`config.mk`:
```
export PLATFORM = sky130hd
export DESIGN_NAME = key_event_to_ascii_translator_flat
export DESIGN_NICKNAME = d
export VERILOG_FILES = /design/src/kevt_pkg.sv /design/src/kevt_in_if.sv /design/src/kevt_out_if.sv /design/src/kevt_front.sv /design/src/kevt_queue.sv /design/src/kevt_back.sv /design/src/key_event_to_ascii_translator.sv /design/src/flat_wrapper.sv
export SDC_FILE = /design/constraint.sdc
export NUM_CORES = 1
export LEC_CHECK = 0
export ABC_AREA = 1
export BUFFER_PORTS_ARGS = -buffer_cell sky130_fd_sc_hd__buf_4
export CORE_ASPECT_RATIO = 2
export CORE_MARGIN = 2
export CORE_UTILIZATION = 40
export DETAILED_ROUTE_END_ITERATION = 10
export PLACE_DENSITY = 0.64
export SYNTH_ARGS = -nofsm -noshare
export SYNTH_HDL_FRONTEND = slang
export SYNTH_HIERARCHICAL = 1
export SYNTH_SLANG_ARGS = --single-unit
```
`constraint.sdc`:
```
create_clock -name clk -period 3.97 [get_ports clk]
set_input_delay 0.1985 -clock clk [delete_from_list [all_inputs] [get_ports clk]]
set_output_delay 0.1985 -clock clk [all_outputs]
set_load 0.02 [all_outputs]
```
`src/kevt_pkg.sv`:
```
// Shared types, key codes and keymap tables of the key event translator.
`timescale 1ns / 1ps
`default_nettype none
package kevt_pkg;

	localparam int unsigned KEYMAP_ENTRIES = 128;
	localparam int unsigned CODE_W = $clog2(KEYMAP_ENTRIES);

	localparam logic [15:0] EVT_KEY = 16'd1;

	localparam logic [CODE_W-1:0] K_LCTRL  = CODE_W'(29);
	localparam logic [CODE_W-1:0] K_LSHIFT = CODE_W'(42);
	localparam logic [CODE_W-1:0] K_RSHIFT = CODE_W'(54);
	localparam logic [CODE_W-1:0] K_CAPS   = CODE_W'(58);
	localparam logic [CODE_W-1:0] K_RCTRL  = CODE_W'(97);
	localparam logic [CODE_W-1:0] K_HOME   = CODE_W'(102);
	localparam logic [CODE_W-1:0] K_UP     = CODE_W'(103);
	localparam logic [CODE_W-1:0] K_PGUP   = CODE_W'(104);
	localparam logic [CODE_W-1:0] K_LEFT   = CODE_W'(105);
	localparam logic [CODE_W-1:0] K_RIGHT  = CODE_W'(106);
	localparam logic [CODE_W-1:0] K_END    = CODE_W'(107);
	localparam logic [CODE_W-1:0] K_DOWN   = CODE_W'(108);
	localparam logic [CODE_W-1:0] K_PGDN   = CODE_W'(109);
	localparam logic [CODE_W-1:0] K_DEL    = CODE_W'(111);

	localparam logic [1:0] VAL_RELEASE = 2'd0;
	localparam logic [1:0] VAL_PRESS   = 2'd1;

	localparam logic [7:0] ASCII_ESC   = 8'h1B;
	localparam logic [7:0] ASCII_LBRK  = 8'h5B;
	localparam logic [7:0] ASCII_TILDE = 8'h7E;
	localparam logic [7:0] ASCII_LC_A  = 8'h61;
	localparam logic [7:0] ASCII_LC_Z  = 8'h7A;
	localparam logic [7:0] CTRL_BIAS   = 8'h60;

	// Up to four bytes, sent from index 0 up to last_idx.
	typedef struct packed {
		logic [3:0][7:0] bytes;
		logic [1:0]      last_idx;
	} kevt_cmd_t;

	typedef struct packed {
		logic      hit;
		kevt_cmd_t cmd;
	} kevt_esc_t;

	function automatic kevt_esc_t kevt_escape(input logic [CODE_W-1:0] code);
		kevt_esc_t r;
		r.hit = 1'b1;
		r.cmd.bytes = {ASCII_TILDE, 8'h00, ASCII_LBRK, ASCII_ESC};
		r.cmd.last_idx = 2'd2;
		case (code)
			K_UP:    r.cmd.bytes[2] = 8'h41;
			K_DOWN:  r.cmd.bytes[2] = 8'h42;
			K_RIGHT: r.cmd.bytes[2] = 8'h43;
			K_LEFT:  r.cmd.bytes[2] = 8'h44;
			K_HOME:  r.cmd.bytes[2] = 8'h48;
			K_END:   r.cmd.bytes[2] = 8'h46;
			K_PGUP: begin
				r.cmd.bytes[2] = 8'h35;
				r.cmd.last_idx = 2'd3;
			end
			K_PGDN: begin
				r.cmd.bytes[2] = 8'h36;
				r.cmd.last_idx = 2'd3;
			end
			K_DEL: begin
				r.cmd.bytes[2] = 8'h33;
				r.cmd.last_idx = 2'd3;
			end
			default: r.hit = 1'b0;
		endcase
		return r;
	endfunction

	function automatic logic [7:0] kevt_map_plain(input logic [CODE_W-1:0] code);
		logic [7:0] b;
		case (code)
			7'd1:  b = 8'h1b; 7'd2:  b = 8'h31; 7'd3:  b = 8'h32; 7'd4:  b = 8'h33;
			7'd5:  b = 8'h34; 7'd6:  b = 8'h35; 7'd7:  b = 8'h36; 7'd8:  b = 8'h37;
			7'd9:  b = 8'h38; 7'd10: b = 8'h39; 7'd11: b = 8'h30; 7'd12: b = 8'h2d;
			7'd13: b = 8'h3d; 7'd14: b = 8'h08; 7'd15: b = 8'h09; 7'd16: b = 8'h71;
			7'd17: b = 8'h77; 7'd18: b = 8'h65; 7'd19: b = 8'h72; 7'd20: b = 8'h74;
			7'd21: b = 8'h79; 7'd22: b = 8'h75; 7'd23: b = 8'h69; 7'd24: b = 8'h6f;
			7'd25: b = 8'h70; 7'd26: b = 8'h5b; 7'd27: b = 8'h5d; 7'd28: b = 8'h0a;
			7'd30: b = 8'h61; 7'd31: b = 8'h73; 7'd32: b = 8'h64; 7'd33: b = 8'h66;
			7'd34: b = 8'h67; 7'd35: b = 8'h68; 7'd36: b = 8'h6a; 7'd37: b = 8'h6b;
			7'd38: b = 8'h6c; 7'd39: b = 8'h3b; 7'd40: b = 8'h27; 7'd41: b = 8'h60;
			7'd43: b = 8'h5c; 7'd44: b = 8'h7a; 7'd45: b = 8'h78; 7'd46: b = 8'h63;
			7'd47: b = 8'h76; 7'd48: b = 8'h62; 7'd49: b = 8'h6e; 7'd50: b = 8'h6d;
			7'd51: b = 8'h2c; 7'd52: b = 8'h2e; 7'd53: b = 8'h2f; 7'd57: b = 8'h20;
			default: b = 8'h00;
		endcase
		return b;
	endfunction

	function automatic logic [7:0] kevt_map_shifted(input logic [CODE_W-1:0] code);
		logic [7:0] b;
		case (code)
			7'd1:  b = 8'h1b; 7'd2:  b = 8'h21; 7'd3:  b = 8'h40; 7'd4:  b = 8'h23;
			7'd5:  b = 8'h24; 7'd6:  b = 8'h25; 7'd7:  b = 8'h5e; 7'd8:  b = 8'h26;
			7'd9:  b = 8'h2a; 7'd10: b = 8'h28; 7'd11: b = 8'h29; 7'd12: b = 8'h5f;
			7'd13: b = 8'h2b; 7'd14: b = 8'h08; 7'd15: b = 8'h09; 7'd16: b = 8'h51;
			7'd17: b = 8'h57; 7'd18: b = 8'h45; 7'd19: b = 8'h52; 7'd20: b = 8'h54;
			7'd21: b = 8'h59; 7'd22: b = 8'h55; 7'd23: b = 8'h49; 7'd24: b = 8'h4f;
			7'd25: b = 8'h50; 7'd26: b = 8'h7b; 7'd27: b = 8'h7d; 7'd28: b = 8'h0a;
			7'd30: b = 8'h41; 7'd31: b = 8'h53; 7'd32: b = 8'h44; 7'd33: b = 8'h46;
			7'd34: b = 8'h47; 7'd35: b = 8'h48; 7'd36: b = 8'h4a; 7'd37: b = 8'h4b;
			7'd38: b = 8'h4c; 7'd39: b = 8'h3a; 7'd40: b = 8'h22; 7'd41: b = 8'h7e;
			7'd43: b = 8'h7c; 7'd44: b = 8'h5a; 7'd45: b = 8'h58; 7'd46: b = 8'h43;
			7'd47: b = 8'h56; 7'd48: b = 8'h42; 7'd49: b = 8'h4e; 7'd50: b = 8'h4d;
			7'd51: b = 8'h3c; 7'd52: b = 8'h3e; 7'd53: b = 8'h3f; 7'd57: b = 8'h20;
			default: b = 8'h00;
		endcase
		return b;
	endfunction

endpackage
`default_nettype wire

```
`src/kevt_in_if.sv`:
```
// Channel that carries input events into the translator.
`timescale 1ns / 1ps
`default_nettype none
interface kevt_in_if;
	logic        valid;
	logic        ready;
	logic [15:0] event_type;
	logic [15:0] key_code;
	logic [1:0]  key_value;

	modport source (output valid, event_type, key_code, key_value, input ready);
	modport sink (input valid, event_type, key_code, key_value, output ready);
endinterface
`default_nettype wire

```
`src/kevt_out_if.sv`:
```
// Channel that carries translated character bytes out of the translator.
`timescale 1ns / 1ps
`default_nettype none
interface kevt_out_if;
	logic       valid;
	logic       ready;
	logic [7:0] char_byte;
	logic       last_byte;

	modport source (output valid, char_byte, last_byte, input ready);
	modport sink (input valid, char_byte, last_byte, output ready);
endinterface
`default_nettype wire

```
`src/kevt_front.sv`:
```
// Front end: accepts events, tracks modifiers and builds byte commands.
`timescale 1ns / 1ps
`default_nettype none
module kevt_front
	import kevt_pkg::*;
(
	input  wire logic      clk,
	input  wire logic      arst_n,
	kevt_in_if.sink        evt,
	input  wire logic      full,
	output logic           push,
	output kevt_cmd_t      push_cmd
);

	logic              shift_q, ctrl_q, caps_q;
	logic              accept, is_key, is_shift, is_ctrl, is_caps, is_mod;
	logic [CODE_W-1:0] code;
	logic [7:0]        plain, shifted, ch;
	logic              is_letter, use_shift;
	kevt_esc_t         esc;

	assign evt.ready = !full;
	assign accept    = evt.valid && evt.ready;
	assign code      = evt.key_code[CODE_W-1:0];
	assign is_key    = (evt.event_type == EVT_KEY) && (evt.key_code[15:CODE_W] == '0);
	assign is_shift  = (code == K_LSHIFT) || (code == K_RSHIFT);
	assign is_ctrl   = (code == K_LCTRL) || (code == K_RCTRL);
	assign is_caps   = (code == K_CAPS);
	assign is_mod    = is_shift || is_ctrl || is_caps;

	assign esc       = kevt_escape(code);
	assign plain     = kevt_map_plain(code);
	assign shifted   = kevt_map_shifted(code);
	assign is_letter = (plain >= ASCII_LC_A) && (plain <= ASCII_LC_Z);
	assign use_shift = shift_q ^ (caps_q && is_letter);
	assign ch        = use_shift ? shifted : plain;

	always_comb begin
		push_cmd.bytes    = '0;
		push_cmd.last_idx = 2'd0;
		push              = 1'b0;
		if (accept && is_key && !is_mod && evt.key_value != VAL_RELEASE) begin
			if (esc.hit) begin
				push_cmd = esc.cmd;
				push     = 1'b1;
			end else if (ctrl_q) begin
				push_cmd.bytes[0] = plain - CTRL_BIAS;
				push              = is_letter;
			end else begin
				push_cmd.bytes[0] = ch;
				push              = (ch != 8'h00);
			end
		end
	end

	always_ff @(posedge clk or negedge arst_n) begin
		if (!arst_n) begin
			shift_q <= 1'b0;
			ctrl_q  <= 1'b0;
			caps_q  <= 1'b0;
		end else if (accept && is_key) begin
			if (is_shift) begin
				shift_q <= (evt.key_value != VAL_RELEASE);
			end
			if (is_ctrl) begin
				ctrl_q <= (evt.key_value != VAL_RELEASE);
			end
			if (is_caps && evt.key_value == VAL_PRESS) begin
				caps_q <= !caps_q;
			end
		end
	end

endmodule
`default_nettype wire

```
`src/kevt_queue.sv`:
```
// Small command queue between the front end and the byte sender.
`timescale 1ns / 1ps
`default_nettype none
module kevt_queue
	import kevt_pkg::*;
#(
	parameter int unsigned DEPTH = 2
) (
	input  wire logic       clk,
	input  wire logic       arst_n,
	input  wire logic       push,
	input  wire kevt_cmd_t  push_cmd,
	output logic            full,
	input  wire logic       pop,
	output kevt_cmd_t       head,
	output logic            empty
);

	localparam int unsigned PTR_W = (DEPTH > 1) ? $clog2(DEPTH) : 1;
	localparam int unsigned CNT_W = $clog2(DEPTH + 1);

	kevt_cmd_t          mem_q [DEPTH];
	logic [PTR_W-1:0]   wr_ptr_q, rd_ptr_q;
	logic [CNT_W-1:0]   count_q;

	assign full  = (count_q == CNT_W'(DEPTH));
	assign empty = (count_q == '0);
	assign head  = mem_q[rd_ptr_q];

	always_ff @(posedge clk) begin
		if (push) begin
			mem_q[wr_ptr_q] <= push_cmd;
		end
	end

	always_ff @(posedge clk or negedge arst_n) begin
		if (!arst_n) begin
			wr_ptr_q <= '0;
			rd_ptr_q <= '0;
			count_q  <= '0;
		end else begin
			if (push) begin
				wr_ptr_q <= (wr_ptr_q == PTR_W'(DEPTH - 1)) ? '0 : wr_ptr_q + 1'b1;
			end
			if (pop) begin
				rd_ptr_q <= (rd_ptr_q == PTR_W'(DEPTH - 1)) ? '0 : rd_ptr_q + 1'b1;
			end
			if (push && !pop) begin
				count_q <= count_q + 1'b1;
			end else if (pop && !push) begin
				count_q <= count_q - 1'b1;
			end
		end
	end

endmodule
`default_nettype wire

```
`src/kevt_back.sv`:
```
// Back end: sends the bytes of each queued command through an output register.
`timescale 1ns / 1ps
`default_nettype none
module kevt_back
	import kevt_pkg::*;
(
	input  wire logic      clk,
	input  wire logic      arst_n,
	input  wire kevt_cmd_t head,
	input  wire logic      empty,
	output logic           pop,
	kevt_out_if.source     chr
);

	kevt_cmd_t  cur_q;
	logic [1:0] idx_q;
	logic       busy_q;
	logic       ovalid_q;
	logic [7:0] obyte_q;
	logic       olast_q;
	logic       advance;

	assign advance       = !ovalid_q || chr.ready;
	assign pop           = advance && !busy_q && !empty;
	assign chr.valid     = ovalid_q;
	assign chr.char_byte = obyte_q;
	assign chr.last_byte = olast_q;

	always_ff @(posedge clk or negedge arst_n) begin
		if (!arst_n) begin
			ovalid_q <= 1'b0;
			busy_q   <= 1'b0;
		end else if (advance) begin
			if (busy_q) begin
				ovalid_q <= 1'b1;
				busy_q   <= (idx_q != cur_q.last_idx);
			end else if (!empty) begin
				ovalid_q <= 1'b1;
				busy_q   <= (head.last_idx != 2'd0);
			end else begin
				ovalid_q <= 1'b0;
			end
		end
	end

	always_ff @(posedge clk) begin
		if (advance) begin
			if (busy_q) begin
				obyte_q <= cur_q.bytes[idx_q];
				olast_q <= (idx_q == cur_q.last_idx);
				idx_q   <= idx_q + 1'b1;
			end else if (!empty) begin
				obyte_q <= head.bytes[0];
				olast_q <= (head.last_idx == 2'd0);
				cur_q   <= head;
				idx_q   <= 2'd1;
			end
		end
	end

endmodule
`default_nettype wire

```
`src/key_event_to_ascii_translator.sv`:
```
// Top level of the key event to ASCII translator.
//
// Events come in on the evt channel (event_type, key_code, key_value) and
// translated bytes leave on the chr channel (char_byte, last_byte). A
// transfer on evt is taken in every cycle while the command queue has room.
// Modifier keys only update the shift, ctrl and caps lock flags.
// A pressed ordinary key yields at most one byte, a cursor or editing key
// an escape sequence of three or four bytes, and last_byte marks the final byte.
// The first byte is registered in the command queue, then in the output
// register, before it is valid. The output sends one byte a cycle while the
// receiver is ready, and an event that yields bytes has one to four of them.
// When the receiver stalls, the output register holds its byte, the queue
// fills and evt.ready falls; the front keeps no work of its own waiting.
// Reset clears the modifier flags, empties the queue and drops chr.valid.
`timescale 1ns / 1ps
`default_nettype none
module key_event_to_ascii_translator
	import kevt_pkg::*;
#(
	parameter int unsigned QUEUE_DEPTH = 2
) (
	input  wire logic  clk,
	input  wire logic  arst_n,
	kevt_in_if.sink    evt,
	kevt_out_if.source chr
);

	logic      push, full, pop, empty;
	kevt_cmd_t push_cmd, head;

	kevt_front u_front (
		.clk      (clk),
		.arst_n   (arst_n),
		.evt      (evt),
		.full     (full),
		.push     (push),
		.push_cmd (push_cmd)
	);

	kevt_queue #(
		.DEPTH (QUEUE_DEPTH)
	) u_queue (
		.clk      (clk),
		.arst_n   (arst_n),
		.push     (push),
		.push_cmd (push_cmd),
		.full     (full),
		.pop      (pop),
		.head     (head),
		.empty    (empty)
	);

	kevt_back u_back (
		.clk    (clk),
		.arst_n (arst_n),
		.head   (head),
		.empty  (empty),
		.pop    (pop),
		.chr    (chr)
	);

endmodule
`default_nettype wire
```
`src/flat_wrapper.sv`:
```
// flat-port wrapper written by rule: the top's interface ports become plain ports
module key_event_to_ascii_translator_flat import kevt_pkg::*;
#(
	parameter int unsigned QUEUE_DEPTH = 2
)
  (clk, arst_n, evt_valid, evt_event_type, evt_key_code, evt_key_value, evt_ready, chr_valid, chr_char_byte, chr_last_byte, chr_ready);
  kevt_in_if evt_i ();
  kevt_out_if chr_i ();
  input  wire logic clk;
  input  wire logic arst_n;
  input wire logic [$bits(evt_i.valid)-1:0] evt_valid;
  input wire logic [$bits(evt_i.event_type)-1:0] evt_event_type;
  input wire logic [$bits(evt_i.key_code)-1:0] evt_key_code;
  input wire logic [$bits(evt_i.key_value)-1:0] evt_key_value;
  output wire logic [$bits(evt_i.ready)-1:0] evt_ready;
  output wire logic [$bits(chr_i.valid)-1:0] chr_valid;
  output wire logic [$bits(chr_i.char_byte)-1:0] chr_char_byte;
  output wire logic [$bits(chr_i.last_byte)-1:0] chr_last_byte;
  input wire logic [$bits(chr_i.ready)-1:0] chr_ready;
  assign evt_i.valid = evt_valid;
  assign evt_i.event_type = evt_event_type;
  assign evt_i.key_code = evt_key_code;
  assign evt_i.key_value = evt_key_value;
  assign evt_ready = evt_i.ready;
  assign chr_valid = chr_i.valid;
  assign chr_char_byte = chr_i.char_byte;
  assign chr_last_byte = chr_i.last_byte;
  assign chr_i.ready = chr_ready;
  key_event_to_ascii_translator #(.QUEUE_DEPTH(QUEUE_DEPTH)) u_core (.clk(clk), .arst_n(arst_n), .evt(evt_i), .chr(chr_i));
endmodule
```
==> results of run 1 <==
repair_timing:
action	in CTS	in global routing
hold endpoints to repair	9	0
hold buffers	1	0
buffers inserted	0	0
metrics by stage:
step	total power [mW]	instances	util	hold slack [ps]	instance area [µm²]
floorplan	2.58	719	-	-97.1	6910
global placement	2.80	948	0.435	27.0	7330
detailed placement	2.80	948	0.435	29.6	7330
CTS	4.48	981	0.475	21.6	8000
global route	4.66	981	0.475	56.5	8000
finish	4.43	981	0.475	31.7	8000
cells by family (layout without fill, tap and decap cells):
| group | Yosys count | in the layout |
|---|---|---|
| and+or+nand+nor | 353 | 353 |
| adders and majority gates | 14 | 14 |
| other | 1 | 6 |
| buffers and inverters | 129 | 184 |
| muxes | 34 | 34 |
| xor gates and xnor gates | 6 | 6 |
| DFF | 122 | 122 |
| AOI/OAI and AO/OA | 55 | 55 |
layer usage:
metal	vias to the layer above	global-route usage
met5	-	0
met4	0	0.145
met3	62	0.0242
met2	143	0.347
met1	2310	0.152
li1	2476	-
worst paths after layout:
check                                                 startpoint                                     to  slack, ps  depth (start not counted)
min in group asynchronous                                 arst_n    u_core/u_queue/rd_ptr_q$_DFFE_PN0P_        100                          2
min reg2reg                u_core/u_queue/count_q[1]$_DFFE_PN0P_  u_core/u_queue/count_q[1]$_DFFE_PN0P_        500                          2
max in group asynchronous                                 arst_n    u_core/u_queue/rd_ptr_q$_DFFE_PN0P_       3720                          2
max reg2reg                u_core/u_queue/count_q[1]$_DFFE_PN0P_  u_core/u_queue/mem_q[0][33]$_DFFE_PP_       1070                         14
max                                              evt_key_code[1]  u_core/u_queue/mem_q[0][33]$_DFFE_PP_        750                         26
min                                             evt_key_value[1]      u_core/u_front/caps_q$_DFFE_PN0P_         30                          4
synth_stat cells (2+ instances only):
| master | count |
|---|---|
| dfrtp_1 | 9 |
| buf_12 | 3 |
| and3_1 | 3 |
| buf_2 | 3 |
| o21ai_0 | 17 |
| or2_2 | 2 |
| edfxtp_1 | 113 |
| nand4_1 | 3 |
| nand3_1 | 64 |
| buf_4 | 25 |
| xor2_1 | 2 |
| nor3_1 | 13 |
| nor2_2 | 2 |
| nand2_2 | 9 |
| o211ai_1 | 6 |
| mux2_2 | 5 |
| ha_1 | 14 |
| clkbuf_1 | 3 |
| xnor2_1 | 4 |
| nand2_1 | 198 |
| clkinv_1 | 3 |
| a31oi_1 | 7 |
| inv_2 | 3 |
| a21oi_1 | 14 |
| nand3_2 | 2 |
| nor4_1 | 5 |
| buf_6 | 3 |
| nor2_1 | 45 |
| o22ai_1 | 2 |
| nand2_4 | 2 |
| inv_1 | 83 |
| o21ai_1 | 2 |
| mux2_4 | 29 |
| a32oi_1 | 2 |
| o211a_1 | 2 |
sequential cells by signal, summed over array words and instances (netlist names):
signal                       flops
u_core/u_back/chr.char_byte      8
u_core/u_back/chr.valid          1
u_core/u_back/busy_q             1
u_core/u_queue/rd_ptr_q          1
u_core/u_back/cur_q             34
u_core/u_queue/mem_q            68
u_core/u_back/chr.last_byte      1
u_core/u_back/idx_q              2
u_core/u_front/ctrl_q            1
u_core/u_front/shift_q           1
u_core/u_queue/count_q           2
u_core/u_queue/wr_ptr_q          1
u_core/u_front/caps_q            1
worst min-delay path: cells and delay by family:
kind	cells	cell delay (ps)
simple gates	2	110
xor+xnor	1	60
buf+inv	1	80
power breakdown:
part           internal, mW  total [mW]  switching, mW
Clock                  1.13        1.66          0.536
Sequential             1.60        1.82          0.219
Combinational         0.387       0.950          0.564
layout make-up:
type                            instances  area share
Timing Repair Buffer                   61      0.0607
Clock buffer                           27      0.0804
Clock inverter                          5     0.00281
Tap cell                              207      0.0324
Sequential cell                       122       0.452
Inverter                               91      0.0436
Multi-Input combinational cell        468       0.328
==> flow_summary.json, run 1 <==
{
  "status": "finished, final reports clean",
  "place_ws_ps": 314,
  "grt_pass1_vias": 5203,
  "vias": 4991,
  "yosys.area.top_type": "edfxtp_1",
  "cp_common_cell": "nand2_1",
  "clockRootBuffer": "clkbuf_16",
  "yosys.area_share.xor_xnor": 0.00763,
  "slowest_stage": "inv_1",
  "maxCapViolations": 0,
  "syn_area_mm2": 0.00689,
  "boundaryPins": 49,
  "grt_usage": 0.177,
  "synth_top_family_by_area": "simple AND/OR/NAND/NOR gates",
  "skew_ps": 14.3,
  "rows": 67,
  "synth-simple-area-share": 0.224,
  "fillers": 1572,
  "cts_tree": "done",
  "final_common_cell": "nand2_1",
  "relSlewSlack": 0.275,
  "viasPerCell": 5.09,
  "n_antenna_cell": 0,
  "critPathArrivalTime_ps": 3350,
  "hold_class": "input pin to flop",
  "io_buffers": 48,
  "fmax_mhz": 311,
  "synth_flop_cell": "edfxtp_1",
  "regArea_mm2": 0.00362,
  "syn_to_final_growth_pct": 16.2,
  "synth_top_area_share": 0.493,
  "cts_resized": 0,
  "cpPeakStageDelay_ps": 270,
  "synth_compound_area_frac": 0.0479,
  "cts_max_path_buffers": 3,
  "setup_viol": 0,
  "synth_edf_count": 113,
  "p_leak_nw": 3.39,
  "grt_pass1_wl_mm": 25.4,
  "clk_latency_ps": 450,
  "syn_avg_cell_area_um2": 9.65,
  "die_w_um": 96.8,
  "muxShareOfSynthArea": 0.0714,
  "wl_mm": 15.8,
  "min_period_ps": 3220,
  "seq_area_frac_synth": 0.525,
  "synthArstFlopShare": 0.0738,
  "core_mm2": 0.0168,
  "wl_met3_um": 450,
  "antenna_found_initial": 0,
  "start_util": 0.409,
  "path_class": "input pin to flop",
  "wl_per_cell_um": 16.1,
  "ys_top_cells_by_area": "edfxtp_1 (49%), nand2_1 (11%), mux2_4 (6.3%), nand3_1 (4.6%), inv_1 (4.5%)",
  "cp.required_ps": 4100,
  "cp_num_buf_inv": 5,
  "overflow": 0,
  "die_y_um": 190,
  "yosysWarnings": 6,
  "period_share": 0.811,
  "ys_ff_latch": 122,
  "drc": 0,
  "wl_met2_mm": 9.06,
  "dp_hpwl_mm": 12.0,
  "peakVddDrop_uv": 238,
  "drt_iter0_markers": 291,
  "die-area_mm2": 0.0184,
  "powerDensity_mw_per_mm2": 554,
  "path_clk_slew_ps": 50,
  "multi_input_area_mm2": 0.00263,
  "hold_viol_final": 0,
  "endpoint_kind": "flop",
  "wl_met1_mm": 5.11,
  "dr.max_layer_used": "met4",
  "cp_max_fo": 31,
  "drtPass1Iterations": 7,
  "synth_cells": 714,
  "finalMaxSlewViolations": 0,
  "start_kind": "input pin",
  "drive_gt1_frac": 0.194,
  "timing.final.ws_setup_ps": 751,
  "rsz0062_at_grt": "false",
  "grt_max_degree": 36,
  "numCtsBuffers": 25,
  "fin_setup_tns_ps": 0,
  "layout.nets": 821,
  "globalplace.congestion": 0.995,
  "yosys.area_share.adder": 0.0254,
  "cts.sinks": 122,
  "htree_num_levels": 4,
  "synth_cell_types": 47,
  "tightest_slew_ps": 1090,
  "final_cell_mix": "nand2_1 (198), edfxtp_1 (113), inv_1 (83)",
  "antenna_left": 0,
  "crit_family": "simple AND/OR/NAND/NOR gates"
}
No activity file was read; power rests on OpenSTA's default activity.
==> inputs of run 2 (changes only) <==
Settings changed: PLACE_DENSITY 0.64 to 0.66.
Clock period 3.97 ns to 2.72 ns, I/O delays scaled along.
==> run 2 against run 1 <==
Compared with the run above:
- the run now ends with negative setup slack left
- worst hold slack improved by 11 ps
- critical path depth rose by 1
- routed wire length rose by 18%
- largest cell class unchanged
==> flow_summary.json, run 2 (same netlist as run 1, synthesis figures left out) <==
{
  "status": "finished with violations",
  "failed_checks": "negative setup slack",
  "hold_class": "input pin to flop",
  "peakVddDrop_uv": 343,
  "die_y_um": 190,
  "start_kind": "input pin",
  "vias": 5576,
  "timing.final.ws_setup_ps": -120,
  "cp.required_ps": 2880,
  "clockRootBuffer": "clkbuf_16",
  "endpoint_kind": "flop",
  "relSlewSlack": 0.577,
  "die-area_mm2": 0.0184,
  "n_antenna_cell": 0,
  "wl_mm": 18.7,
  "setup_viol": 60,
  "path_class": "input pin to flop",
  "htree_num_levels": 4,
  "io_buffers": 48,
  "syn_to_final_growth_pct": 38.6,
  "fillers": 1448,
  "overflow": 0,
  "fin_util": 0.567,
  "regArea_mm2": 0.00362,
  "multi_input_area_mm2": 0.00293,
  "cts_max_path_buffers": 3,
  "boundaryPins": 49,
  "rows": 67,
  "cp_max_fo": 8,
  "fin_setup_tns_ps": -4580,
  "dp_hpwl_mm": 14.2,
  "final_cell_mix": "buf_4 (188), nand2_1 (161), edfxtp_1 (113)",
  "largest_reg_flops": 68,
  "final_cells": 1125,
  "drive_gt1_frac": 0.391,
  "drt_iter0_markers": 259,
  "total_power_mw": 6.86,
  "powerDensity_mw_per_mm2": 718,
  "grt_pass1_vias": 5897,
  "start_util": 0.409,
  "viasPerCell": 4.96,
  "hold_viol_final": 0,
  "fmax_mhz": 352,
  "critPathArrivalTime_ps": 3000,
  "die_w_um": 96.8,
  "post-route-cell-area_mm2": 0.00955,
  "tightest_slew_ps": 634,
  "p_leak_nw": 4.16,
  "cts_tree": "done",
  "period_share": 1.04,
  "skew_ps": 15.2,
  "maxCapViolations": 0,
  "path_clk_slew_ps": 50,
  "drc": 0,
  "drtPass1Iterations": 4,
  "rsz0062_at_grt": "true",
  "dpl-instance-area_mm2": 0.00836,
  "finalMaxSlewViolations": 0,
  "final_common_cell": "buf_4",
  "globalplace.congestion": 1.01,
  "grt_max_degree": 35,
  "grt_usage": 0.203,
  "clk_latency_ps": 440,
  "placed_cells": 1073,
  "core_mm2": 0.0168,
  "wl_per_cell_um": 16.6,
  "whs_ps": 42.7,
  "layout.nets": 964,
  "min_period_ps": 2840,
  "numCtsBuffers": 25,
  "place_ws_ps": -614,
  "antenna_found_initial": 0,
  "grt_pass1_wl_mm": 28.9,
  "largest_register": "u_core/u_queue/mem_q",
  "cts.sinks": 122,
  "antenna_left": 0
}
-- run 2: cell types whose count changed in the layout (fill, tap and decap cells not counted), moves of 5 or more --
cell,previous run,this run
nand3_1,64,55
inv_1,83,75
nand3_2,2,11
ha_2,0,5
nand2_2,9,34
ha_1,14,5
buf_4,58,188
nand2_4,2,13
nand2_1,198,161
-- run 2: power by group --
part | total (mW) | switching, mW | internal, mW | leakage [nW]
Clock | 2.50 | 0.783 | 1.72 | 0.334
Combinational | 1.77 | 1.01 | 0.761 | 2.85
Sequential | 2.58 | 0.242 | 2.34 | 0.976
Total | 6.86 | 2.04 | 4.82 | 4.16
-- run 2: what timing repair did --
item                                   in CTS  in global routing
pin swaps                                   4                 27
buffers inserted                            6                  8
endpoints found under the hold margin      10                  0
setup endpoints to repair                  70                 71
cloned                                      2                  1
hold buffers                                2                  0
gates resized for setup                    24                 57
-- run 2: critical path, stage by stage --
cell and delay [ps]:
buf_8 80, clkinvlp_4 150, ha_4 340, inv_4 40
nand2_4 80, nand2_4 60, nand2_2 80, nand2_1 60
a21oi_2 180, nand2_2 110, nand3_2 100, nor2_4 50
nor2_4 150, nand3_2 100, nand2_4 150, nand2_8 100
nand2_4 90, nand2_2 50, nand2_2 80, nor2_1 50
nand2_1 80, nand2_2 70, nand2_4 120, inv_4 40
nor2_4 130, buf_12 150, clkbuf_16 170
-- run 2: layout make-up --
| type | count | area share |
|---|---|---|
| sequential | 122 | 0.379 |
| multi-input combinational | 468 | 0.307 |
| timing repair buffer | 204 | 0.177 |
| clock buffer | 28 | 0.0667 |
| inverter | 91 | 0.0379 |
| tap | 207 | 0.0271 |
| clock inverter | 5 | 0.00485 |
-- run 2: worst paths after layout --
check,from,endpoint,slack [ps],cells past startpoint
setup / recovery,evt_key_code[1],u_core/u_queue/mem_q[0][4]$_DFFE_PP_,-120,27
hold / removal,chr_ready,u_core/u_back/chr.valid$_DFFE_PN0P_,40,4
setup reg to reg,u_core/u_queue/count_q[1]$_DFFE_PN0P_,u_core/u_queue/mem_q[0][4]$_DFFE_PP_,100,16
hold reg to reg,u_core/u_queue/count_q[1]$_DFFE_PN0P_,u_core/u_queue/count_q[1]$_DFFE_PN0P_,530,2
max in group asynchronous,arst_n,u_core/u_queue/rd_ptr_q$_DFFE_PN0P_,2510,2
min in group asynchronous,arst_n,u_core/u_back/chr.valid$_DFFE_PN0P_,60,2
-- run 2: layer usage --
layer,vias to the layer above,part of all wire,GRT usage,routed length (µm)
met5,-,0,0,0
met4,0,0.097,0.173,1820
met3,81,0.019,0.0187,361
met2,136,0.57,0.411,10700
met1,2595,0.31,0.167,5800
li1,2764,-,-,-
==> inputs of run 3 (changes only) <==
Settings changed: PLACE_DENSITY 0.66 to 0.67, SYNTH_HIERARCHICAL 1 to unset.
==> run 3 against run 2 <==
Compared with the run above:
- largest power group unchanged
- largest cell class is now multi-input combinational cells
- register-to-register slack better by 450 ps
- global-route usage is 2.9 points higher
- via count decreased by 13%
- critical path type unchanged
- combinational power shrank 15%
- flip-flop and latch count is 54 lower
- the run still ends with negative setup slack left
- count of clock-buffer cells in the layout fell by 19
==> flow_summary.json, run 3 <==
{
  "status": "finished with violations",
  "failed_checks": "negative setup slack",
  "total_power_mw": 4.24,
  "yosys.area.top_type": "edfxtp_1",
  "io_buffers": 48,
  "boundaryPins": 49,
  "globalplace.congestion": 0.934,
  "clk_latency_ps": 320,
  "ys_top_cells_by_area": "edfxtp_1 (39%), nand2_1 (17%), nand3_1 (6.3%), dfrtp_1 (5.0%), inv_1 (4.2%)",
  "layout.nets": 807,
  "grt_max_degree": 20,
  "synth_top_area_share": 0.391,
  "place_ws_ps": -455,
  "largest_reg_flops": 32,
  "cts.sinks": 68,
  "setup_viol": 34,
  "critPathArrivalTime_ps": 3090,
  "wl_per_cell_um": 15.9,
  "post-route-cell-area_mm2": 0.00666,
  "relSlewSlack": 0.590,
  "synth_nets": 649,
  "rsz0062_at_grt": "true",
  "cp_common_cell": "nand2_4",
  "timing.final.ws_setup_ps": -161,
  "fmax_mhz": 347,
  "yosys-top-cells-count": "nand2_1 (205), edfxtp_1 (59), nand3_1 (57)",
  "final_common_cell": "nand2_1",
  "endpoint_kind": "flop",
  "drive_gt1_frac": 0.356,
  "hold_class": "input pin to flop",
  "numCtsBuffers": 9,
  "synth_flop_cell": "edfxtp_1",
  "die_y_um": 154,
  "fin_util": 0.598,
  "cts_tree": "done",
  "n_antenna_cell": 0,
  "antenna_left": 0,
  "vias": 4852,
  "grt_usage": 0.232,
  "cts_max_path_buffers": 2,
  "yosysWarnings": 0,
  "ys_ff_latch": 68,
  "grt_pass1_wl_mm": 22.2,
  "powerDensity_mw_per_mm2": 636,
  "die-area_mm2": 0.0122,
  "drtPass1Iterations": 5,
  "finalMaxSlewViolations": 0,
  "start_kind": "input pin",
  "rows": 55,
  "final_cell_mix": "nand2_1 (172), buf_4 (155), edfxtp_1 (59)",
  "synthArstFlopShare": 0.132,
  "cp.required_ps": 2930,
  "path_class": "input pin to flop",
  "slowest_stage": "ha_4",
  "syn_avg_cell_area_um2": 7.58,
  "skew_ps": 4.23,
  "start_util": 0.406,
  "clockRootBuffer": "clkbuf_16",
  "syn_to_final_growth_pct": 47.2,
  "antenna_found_initial": 0,
  "maxCapViolations": 0,
  "syn_area_mm2": 0.00453,
  "synth_edf_count": 59,
  "synth_cell_types": 42,
  "seq_area_frac_synth": 0.441,
  "path_clk_slew_ps": 50,
  "htree_num_levels": 3,
  "drt_iter0_markers": 354,
  "fin_setup_tns_ps": -3650,
  "cp_max_fo": 8,
  "min_period_ps": 2880,
  "tightest_slew_ps": 616,
  "period_share": 1.06,
  "grt_pass1_vias": 4681,
  "dpl-instance-area_mm2": 0.00585,
  "wl_mm": 14.4,
  "overflow": 0,
  "drc": 0,
  "cpPeakStageDelay_ps": 280,
  "dp_hpwl_mm": 10.5,
  "peakVddDrop_uv": 491,
  "viasPerCell": 5.39,
  "p_leak_nw": 2.92,
  "yosysMostFrequentCell": "nand2_1",
  "die_w_um": 79.2,
  "synth_cells": 597,
  "largest_register": "u_core.u_queue.mem_q",
  "core_mm2": 0.0111,
  "hold_viol_final": 0
}
==> run 3: cell count changes after synthesis, sizes merged, moves of 4 or more <==
cell / previous run / this run
nand3: 66 / 58
o21ai: 19 / 24
clkbuf: 3 / 10
a21oi: 14 / 32
mux2: 34 / 0
inv: 88 / 60
edfxtp: 113 / 59
nand4: 4 / 9
buf: 35 / 10
nor2: 48 / 52
==> run 3: timing repair <==
| item | 4_1_cts | 5_1_grt |
|---|---|---|
| resized for setup | 15 | 67 |
| endpoints found under the hold margin | 9 | 0 |
| hold buffers | 1 | 0 |
| pin swaps | 7 | 27 |
| setup buffers | 8 | 9 |
| setup endpoints to repair | 34 | 35 |
==> run 3: report_power, final <==
group	total (mW)	internal (mW)	leakage, nW	switching [mW]
logic	1.51	0.602	2.21	0.904
registers	1.55	1.42	0.567	0.129
clock network	1.18	0.788	0.146	0.392
total	4.24	2.81	2.92	1.42
==> run 3: path summary, 6_finish.rpt <==
kind	start	to	slack (ps)	depth (start not counted)
min in group asynchronous	arst_n	u_core.u_queue.rd_ptr_q$_DFFE_PN0P_	190	2
min reg2reg	u_core.u_queue.count_q[1]$_DFFE_PN0P_	u_core.u_queue.count_q[1]$_DFFE_PN0P_	490	1
max reg2reg	u_core.u_queue.count_q[0]$_DFFE_PN0P_	u_core.u_queue.count_q[1]$_DFFE_PN0P_	550	14
max	evt_key_code[1]	u_core.u_queue.count_q[1]$_DFFE_PN0P_	-160	29
max in group asynchronous	arst_n	u_core.u_front.shift_q$_DFFE_PN0P_	2390	2
min	evt_key_value[1]	u_core.u_front.caps_q$_DFFE_PN0P_	100	4
==> run 3: cells by family after synthesis <==
| group | share of synthesized area |
|---|---|
| compound gates | 0.0965 |
| xor+xnor | 0.0116 |
| fa+ha+maj | 0.0387 |
| buf+inv | 0.0741 |
| flops | 0.441 |
| mux | 0.00221 |
| simple gates | 0.336 |
==> run 3: per-stage QoR <==
step	cells	hold WS, ps
6_report	901	104
3_3_place_gp	868	-37.1
4_1_cts	892	90.6
5_1_grt	901	143
2_1_floorplan	597	-160
3_5_place_dp	868	-34.6
==> run 3: cell type report <==
cell class / count / area (µm²)
fill: 985 / 4490
multi-input combinational: 449 / 2590
sequential: 68 / 2000
timing repair buffer: 167 / 1350
inverter: 60 / 241
clock buffer: 9 / 225
tap: 142 / 178
clock inverter: 6 / 80.1
==> run 3: metal layers <==
layer | track usage | wire length [µm] | vias to the layer above
met4 | 0.120 | 702 | 0
met5 | 0 | 0 | -
li1 | - | - | 2324
met3 | 0.0379 | 945 | 61
met1 | 0.278 | 5580 | 2228
met2 | 0.392 | 7120 | 239
==> run 3: critical path: cells and delay by family <==
family,cells,cell delay [ps]
AOI/OAI and AO/OA,3,340
xor gates and xnor gates,1,120
adders and majority gates,2,530
buffers and inverters,5,390
and+or+nand+nor,18,1550
